===== src/hdl/scrs_pkg.sv =====
// ----------------------------------------------------------------------------
// Shift chain reader sequencer package
// Phase codes, register indexes, sequencer state and result word types.
// ----------------------------------------------------------------------------
package scrs_pkg;

  localparam int unsigned MaxFrameBits = 256;
  localparam int unsigned PeriodW      = 16;
  localparam int unsigned FrameW       = 9;
  localparam int unsigned ElapsedW     = 17;
  localparam int unsigned IndexW       = 8;
  localparam int unsigned CfgIdxW      = 2;

  localparam logic [ElapsedW-1:0] ElapsedMax = {ElapsedW{1'b1}};
  localparam logic [FrameW-1:0]   FrameCap   =
      (MaxFrameBits >= (2 ** FrameW) - 1) ? {FrameW{1'b1}} : FrameW'(MaxFrameBits);

  typedef enum logic [CfgIdxW-1:0] {
    CFG_CLOCK_PERIOD = 2'd0,
    CFG_RESET_PERIOD = 2'd1,
    CFG_FRAME_LENGTH = 2'd2
  } cfg_idx_e;

  typedef enum logic [3:0] {
    PH_HIGH      = 4'd0,
    PH_LOW       = 4'd1,
    PH_SAMPLE    = 4'd2,
    PH_R1        = 4'd3,
    PH_R2        = 4'd4,
    PH_R3        = 4'd5,
    PH_R4        = 4'd6,
    PH_R5        = 4'd7,
    PH_R6        = 4'd8,
    PH_R6_SAMPLE = 4'd9
  } phase_e;

  typedef struct packed {
    phase_e               phase;
    logic [FrameW-1:0]    next_bit;
    logic [ElapsedW-1:0]  elapsed;
    logic [PeriodW-1:0]   duration;
    logic                 clock_line;
    logic                 load_line;
    logic                 clear_line;
  } seq_state_t;

  // lowest bit last: clock_level is bit 0
  typedef struct packed {
    logic                 chain_reloaded;
    logic                 bit_value;
    logic [IndexW-1:0]    bit_index;
    logic                 bit_valid;
    logic                 clear_level;
    logic                 load_level;
    logic                 clock_level;
  } result_t;

endpackage


===== src/hdl/shift_chain_reader_sequencer.sv =====
// ----------------------------------------------------------------------------
// Shift chain reader sequencer
// Drives clock, load and clear of a parallel-in serial-out chain, samples data.
// ----------------------------------------------------------------------------
// Each input word is one tick carrying the serial data level; each accepted
// word yields exactly one result word through the output register, and a new word is
// taken every cycle while the output register is empty or being drained.
// The rate is one word per cycle unless the output stalls, set by the
// combinational phase counter compare and transition in scrs_step.
// A frame_length write restarts the sequencer at its reload decision.
module shift_chain_reader_sequencer (
  input  logic                             clk_i,
  input  logic                             rst_ni,
  input  logic                             cfg_valid_i,
  output logic                             cfg_ready_o,
  input  logic [scrs_pkg::CfgIdxW-1:0]     cfg_index_i,
  input  logic [scrs_pkg::PeriodW-1:0]     cfg_data_i,
  input  logic                             s_axis_tvalid,
  output logic                             s_axis_tready,
  input  logic [7:0]                       s_axis_tdata,  // [0] data_in
  output logic                             m_axis_tvalid,
  input  logic                             m_axis_tready,
  // [0] clock_level, [1] load_level, [2] clear_level, [3] bit_valid,
  // [11:4] bit_index, [12] bit_value, [13] chain_reloaded
  output logic [15:0]                      m_axis_tdata
);
  import scrs_pkg::*;

  logic [PeriodW-1:0] clock_period_q;
  logic [PeriodW-1:0] reset_period_q;
  logic [FrameW-1:0]  frame_length_q;
  logic [FrameW-1:0]  frame_wr;
  seq_state_t         state_q, state_d, state_step;
  result_t            result_q, result_step;
  logic               out_valid_q;
  logic               in_fire, cfg_fire;

  assign cfg_ready_o   = 1'b1;
  assign cfg_fire      = cfg_valid_i && cfg_ready_o;
  assign s_axis_tready = !out_valid_q || m_axis_tready;
  assign in_fire       = s_axis_tvalid && s_axis_tready;
  assign m_axis_tvalid = out_valid_q;
  assign m_axis_tdata  = {2'b00, result_q};

  assign frame_wr = (cfg_data_i[FrameW-1:0] > FrameCap) ? FrameCap
                                                         : cfg_data_i[FrameW-1:0];

  scrs_step u_step (
    .state_i        (state_q),
    .frame_length_i (frame_length_q),
    .clock_period_i (clock_period_q),
    .reset_period_i (reset_period_q),
    .data_i         (s_axis_tdata[0]),
    .state_o        (state_step),
    .result_o       (result_step)
  );

  always_comb begin
    state_d = state_q;
    if (cfg_fire && cfg_index_i == CFG_FRAME_LENGTH) begin
      state_d.phase    = PH_SAMPLE;
      state_d.next_bit = frame_wr;
      state_d.duration = '0;
      state_d.elapsed  = ElapsedMax;
    end else if (in_fire) begin
      state_d = state_step;
    end
  end

  always_ff @(posedge clk_i or negedge rst_ni) begin
    if (!rst_ni) begin
      clock_period_q     <= PeriodW'(10);
      reset_period_q     <= PeriodW'(10);
      frame_length_q     <= FrameW'(8);
      state_q.phase      <= PH_SAMPLE;
      state_q.next_bit   <= FrameW'(8);
      state_q.elapsed    <= ElapsedMax;
      state_q.duration   <= '0;
      state_q.clock_line <= 1'b0;
      state_q.load_line  <= 1'b0;
      state_q.clear_line <= 1'b0;
      out_valid_q        <= 1'b0;
    end else begin
      if (cfg_fire) begin
        case (cfg_index_i)
          CFG_CLOCK_PERIOD: clock_period_q <= cfg_data_i;
          CFG_RESET_PERIOD: reset_period_q <= cfg_data_i;
          CFG_FRAME_LENGTH: frame_length_q <= frame_wr;
          default: ;
        endcase
      end
      state_q <= state_d;
      if (in_fire) begin
        out_valid_q <= 1'b1;
      end else if (m_axis_tready) begin
        out_valid_q <= 1'b0;
      end
    end
  end

  always_ff @(posedge clk_i) begin
    if (in_fire) begin
      result_q <= result_step;
    end
  end

endmodule


===== src/hdl/scrs_step.sv =====
// ----------------------------------------------------------------------------
// Shift chain reader sequencer step
// Next sequencer state and result word for one tick.
// ----------------------------------------------------------------------------
module scrs_step (
  input  scrs_pkg::seq_state_t              state_i,
  input  logic [scrs_pkg::FrameW-1:0]       frame_length_i,
  input  logic [scrs_pkg::PeriodW-1:0]      clock_period_i,
  input  logic [scrs_pkg::PeriodW-1:0]      reset_period_i,
  input  logic                              data_i,
  output scrs_pkg::seq_state_t              state_o,
  output scrs_pkg::result_t                 result_o
);
  import scrs_pkg::*;

  logic [ElapsedW-1:0] elapsed_inc;
  logic                fire;
  phase_e              phase_nx;
  logic [FrameW-1:0]   bit_nx;

  assign elapsed_inc = (state_i.elapsed == ElapsedMax) ? state_i.elapsed
                                                       : state_i.elapsed + 1'b1;
  assign fire = elapsed_inc > {1'b0, state_i.duration};

  always_comb begin
    phase_nx = PH_HIGH;
    bit_nx   = state_i.next_bit;
    case (state_i.phase)
      PH_HIGH:   phase_nx = PH_LOW;
      PH_LOW:    phase_nx = PH_SAMPLE;
      PH_SAMPLE: begin
        if (state_i.next_bit < frame_length_i) begin
          phase_nx = PH_HIGH;
        end else begin
          phase_nx = PH_R1;
          bit_nx   = '0;
        end
      end
      PH_R1:     phase_nx = PH_R2;
      PH_R2:     phase_nx = PH_R3;
      PH_R3:     phase_nx = PH_R4;
      PH_R4:     phase_nx = PH_R5;
      PH_R5:     phase_nx = PH_R6;
      PH_R6:     phase_nx = PH_R6_SAMPLE;
      default:   phase_nx = PH_HIGH;
    endcase
  end

  always_comb begin
    state_o  = state_i;
    result_o = '0;
    state_o.elapsed = elapsed_inc;
    if (fire) begin
      state_o.phase    = phase_nx;
      state_o.next_bit = bit_nx;
      state_o.elapsed  = '0;
      case (phase_nx)
        PH_HIGH: state_o.clock_line = 1'b1;
        PH_LOW:  state_o.clock_line = 1'b0;
        PH_R1: begin
          state_o.clock_line = 1'b0;
          state_o.load_line  = 1'b1;
        end
        PH_R2:   state_o.clock_line = 1'b1;
        PH_R3:   state_o.clock_line = 1'b0;
        PH_R4:   state_o.clear_line = 1'b1;
        PH_R5:   state_o.clear_line = 1'b0;
        PH_R6:   state_o.load_line  = 1'b0;
        default: ;
      endcase
      case (phase_nx)
        PH_HIGH:                          state_o.duration = clock_period_i;
        PH_LOW, PH_SAMPLE:                state_o.duration = clock_period_i >> 1;
        PH_R1, PH_R2, PH_R3, PH_R4, PH_R5: state_o.duration = reset_period_i;
        default:                          state_o.duration = reset_period_i >> 1;
      endcase
      if (phase_nx == PH_SAMPLE || phase_nx == PH_R6_SAMPLE) begin
        result_o.bit_valid = 1'b1;
        result_o.bit_index = bit_nx[IndexW-1:0];
        result_o.bit_value = data_i;
        state_o.next_bit   = bit_nx + 1'b1;
      end
      result_o.chain_reloaded = (phase_nx == PH_R1);
    end
    result_o.clock_level = state_o.clock_line;
    result_o.load_level  = state_o.load_line;
    result_o.clear_level = state_o.clear_line;
  end

endmodule

===== config.mk =====
export PLATFORM = sky130hd
export DESIGN_NAME = shift_chain_reader_sequencer
export DESIGN_NICKNAME = d
export VERILOG_FILES = /design/src/hdl/scrs_pkg.sv /design/src/hdl/shift_chain_reader_sequencer.sv /design/src/hdl/scrs_step.sv
export SDC_FILE = /design/constraint.sdc
export NUM_CORES = 1
export LEC_CHECK = 0
export BUFFER_PORTS_ARGS = -buffer_cell sky130_fd_sc_hd__buf_2
export CAP_MARGIN = 25
export CORE_ASPECT_RATIO = 2
export CORE_MARGIN = 2
export CORE_UTILIZATION = 47
export CTS_CLUSTER_DIAMETER = 40
export DETAILED_ROUTE_END_ITERATION = 12
export HOLD_SLACK_MARGIN = 0.12
export PLACE_DENSITY = 0.76
export RECOVER_POWER = 25
export SLEW_MARGIN = 10
export SYNTH_ARGS = -nofsm -noshare
export SYNTH_HDL_FRONTEND = slang
export SYNTH_SLANG_ARGS = --single-unit

===== constraint.sdc =====
create_clock -name clk_i -period 7.9 [get_ports clk_i]
set_input_delay 0.79 -clock clk_i [delete_from_list [all_inputs] [get_ports clk_i]]
set_output_delay 0.79 -clock clk_i [all_outputs]
set_load 0.02 [all_outputs]

==> out/results.env <==
OUTCOME='finished, violations left'
VIOLATIONS_IN_THE_FINAL_REPORTS='design-rule violations, max-capacitance violations, max-slew violations'
TRACK_USAGE=0.214
POWER-PER-CELL-AREA_mW_PER_MM2=386
CP_SLOWEST_CELL='sky130_fd_sc_hd__clkbuf_1'
POST_CTS.REPAIR.SETUP_BUFFERS=0
CLOCK_TREE.ROOT_CELL='sky130_fd_sc_hd__clkbuf_16'
PLACE.PORT_BUFFERS=39
SYNTHESIS.INSTANCES=647
NUMBER_OF_PLACED_CELLS_COUNTING_WELL_TAPS=802
POSTROUTEANTENNANETS=0
CLOCK-SINKS=105
CORE.ROWCOUNT=59
TIMING.FINAL.CRIT_PERIOD_NS=4.78
SYNTH-EDFF-COUNT=14
HOLD-PATH-CELL-COUNT=2
DIE-HEIGHT_UM=168
WORST_EP_ARRIVAL_TIME_NS=4.39
CRIT_PATH_CELL_TRACE='clkbuf_1 -> clkbuf_1'
CORE-AREA_MM2=0.0131
SWSHARE=0.432
SYNTH_FF_TYPE='sky130_fd_sc_hd__dfrtp_1'
SYNTHESIS.YOSYS.WARNINGS=0
TIMING.CRITICAL_PATH.TO_TYPE='async pin'
POWER.SHARE.COMBINATIONAL=0.484
CTS_HTREE_LEVELS=3
DRT_WL_TOTAL_UM=14700
CP-STARTPOINT='rst_ni'
DIODES=0
TIMING.REG2REG.WORST_PATH_DEPTH=14
ROUTED-VIA-COUNT=5136
CTS.HOLD.BUFFERS_ADDED=0
GLOBALROUTEOVERFLOWTOTAL=0
LAYOUT_WORST_PATH_CYCLE_SHARE=0.605
WORST_R2R_STARTPOINT='state_q[19]'
SYN_AREA_PER_CELL_UM2=9.74
TIMING.SETUP.TNS_NS=0
DETAILEDPLACE.WORSTSLACK_NS=3.27
IO-PIN-COUNT=50
REGTOREGSETUPSLACK_NS=3.17
TIMING.MAX_SLEW.REL_SLACK=-1.47
HOLD_VIOLATIONS=0
POST_DRT_WL_PER_CELL_UM=17.9
CRITICAL_PATH.STARTPOINT_TYPE='input pin'
MAX-CAP-VIOLATIONS=2
ANTENNA_FOUND_INITIAL=0
DR.FIRST_ITER.DRC_COUNT=245
POST_CTS.RESIZED_INSTANCES=0
CP.BUFFERS_INVERTERS=2
POWER.INTERNAL_uW=1500
FMAX_GHz=0.209
NUM-NETS-FINAL=719
DIE_AREA_MM2=0.0144
FINAL_COMMON_CELL='sky130_fd_sc_hd__dfrtp_1'
LAYOUT_COMMON_CELLS='sky130_fd_sc_hd__dfrtp_1, sky130_fd_sc_hd__nand2_1, sky130_fd_sc_hd__a21oi_1, sky130_fd_sc_hd__o21ai_0, sky130_fd_sc_hd__buf_2'
AREA_GROWTH_PCT=8.18
INITIAL_STANDARD_CELL_UTILIZATION_OF_THE_CORE=0.482
GRT_MAX_DEGREE=71
VIA_PER_INST=6.27
DRIVE_ABOVE_1_SHARE=0.199
HOLDCRITPATHCLASS='reg -> reg'
TRITONCTS_CLOCK_TREE='done'
CRITPATHREQUIREDTIME_NS=7.51
WORST_SKEW_PAIR.LATE_LATENCY_NS=0.35
CPPEAKSTAGEDELAY_NS=2.67
WORST_HOLD_STARTPOINT='state_q[35]'
CRITICAL_PATH.MAX_FANOUT=70
CTS-ROOT-TO-SINK-BUFFERS=2
SYNTH.LIB_CELLS_USED.DISTINCT=68
SETUP.WORST_PATH.CLASS='in -> async'
CRIT_TOP_CELL='sky130_fd_sc_hd__clkbuf_1'
SETUP_VIOL_COUNT_FINAL=0
MAX_SLEW.WORST_PIN.SLEW_NS=3.70
NUMCTSBUFFERS=9
LEAKAGEPOWER_uW=0.00284
GLOBAL_ROUTE_WIRE_LENGTH_BEFORE_REPAIR_UM=24800
DR.PASS1.ITERS=12
CRITPATHTOPFAMILY='buffers and inverters'
NETSWITCHINGPOWER_uW=1140
SYNTH_SEQ_AREA_SHARE=0.433
SEQUENTIALPOWERSHARE=0.351
POWER.CLOCK.FRACTION=0.165
GP_ROUTABILITY_CONGESTION=0.882
FIN_CELLS=819
VDD_IR_DROP_MAX_uV=152
SETUP_REPAIR_AFTER_GLOBAL_ROUTING_MISSED_ITS_MARGIN='false'
FINAL_WORST_SETUP_SLACK_NS=3.12
POST_SYNTH_INSTANCE_AREA_MM2=0.00630
FIN_SKEW_NS=0.0133
DIEWIDTH_UM=85.9
DETAIL_ROUTE.DRC_VIOLATIONS=2
FINAL-MAX-SLEW-VIOLATION-COUNT=103
POSTSYNTH.ASYNCRESETSHARE=0.867
FIRST_GLOBAL_VIAS=5079
CP.DEPTH=2
CTS_CLOCK_PIN_SLEW_FOR_THE_WORST_SETUP_AND_HOLD_PATHS_NS=0.07
POSTSYNTHREGISTERBITS=105
FIN_UTIL=0.522
DETAILEDPLACEMENTHPWL_UM=10500
## registers in the layout (all words and copies together) (netlist names)
signal	flops
clock_period_q	16
frame_length_q	9
m_axis_tdata	14
reset_period_q	16
m_axis_tvalid	1
state_q	49
## per-stage QoR
| step | power (uW) | area [um2] | hold WS [ns] |
|---|---|---|---|
| after floorplan | 1900 | 6300 | 0.447 |
| after global placement | 2140 | 6550 | 0.462 |
| after detailed placement | 2190 | 6550 | 0.467 |
| after CTS | 2630 | 6830 | 0.315 |
| after global routing | 2850 | 6820 | 0.495 |
| final | 2630 | 6820 | 0.478 |
## synthesized netlist by cell type (4+ instances only)
cell type,number,area [um2]
sky130_fd_sc_hd__a211oi_1,8,60.1
sky130_fd_sc_hd__buf_4,5,37.5
sky130_fd_sc_hd__o211ai_1,16,120
sky130_fd_sc_hd__nand2b_1,4,25.0
sky130_fd_sc_hd__and2_1,7,43.8
sky130_fd_sc_hd__mux2_2,35,394
sky130_fd_sc_hd__a21oi_1,39,195
sky130_fd_sc_hd__nor2b_1,16,100
sky130_fd_sc_hd__dfstp_2,24,631
sky130_fd_sc_hd__and4_1,4,35.0
sky130_fd_sc_hd__a221o_1,8,80.1
sky130_fd_sc_hd__o22ai_1,5,31.3
sky130_fd_sc_hd__ha_1,26,325
sky130_fd_sc_hd__and3_1,16,100
sky130_fd_sc_hd__buf_2,9,45.0
sky130_fd_sc_hd__dfrtp_1,67,1680
sky130_fd_sc_hd__nor3_1,7,35.0
sky130_fd_sc_hd__a21o_1,6,45.0
sky130_fd_sc_hd__a31oi_1,10,62.6
sky130_fd_sc_hd__o31ai_1,4,30.0
sky130_fd_sc_hd__o21ai_0,39,195
sky130_fd_sc_hd__clkbuf_1,29,109
sky130_fd_sc_hd__nor4b_1,5,43.8
sky130_fd_sc_hd__nand3_1,16,80.1
sky130_fd_sc_hd__nand4_1,34,213
sky130_fd_sc_hd__nand2_1,55,206
sky130_fd_sc_hd__edfxtp_1,14,420
sky130_fd_sc_hd__xnor2_1,12,105
sky130_fd_sc_hd__inv_1,29,109
sky130_fd_sc_hd__xor2_1,4,35.0
sky130_fd_sc_hd__nor2_1,30,113
sky130_fd_sc_hd__o32ai_1,14,123
## power by group through the flow
stage	logic (uW)	clock network, uW	registers (uW)
finish	1270	435	924
global route	1440	461	950
CTS	1270	443	919
detailed placement	1260	0	927
global placement	1220	0	916
floorplan	1010	0	886
## final timing paths
check	end
worst max-delay path	m_axis_tvalid
worst min-delay path	state_q[35]
worst max register to register	state_q[37]
worst min register to register	state_q[35]
max in group clk_i	state_q[37]
min in group asynchronous	frame_length_q[5]
## area by class of cell
| class | instances | area [um2] |
|---|---|---|
| sequential | 105 | 2730 |
| fill | 1161 | 6250 |
| clock buffer | 12 | 246 |
| inverter | 30 | 113 |
| multi-input combinational | 466 | 3240 |
| tap | 152 | 190 |
| timing repair buffer | 50 | 268 |
| clock inverter | 4 | 36.3 |
## cells by family after synthesis
family,after synthesis,share of synthesized area
simple gates,210,0.181
flops,105,0.433
compound gates,175,0.192
mux,36,0.0641
xor+xnor,16,0.0222
fa+ha+maj,26,0.0516
buf+inv,77,0.0542
other cells,2,0.00119
## layer usage
| layer | GRT usage | vias to the layer above | share of wire |
|---|---|---|---|
| li1 | - | 2433 | - |
| met5 | 0 | - | 0 |
| met2 | 0.386 | 132 | 0.55 |
| met3 | 0.0276 | 26 | 0.033 |
| met1 | 0.251 | 2545 | 0.39 |
| met4 | 0.0856 | 0 | 0.024 |
Power figures use the tool's default switching activity.
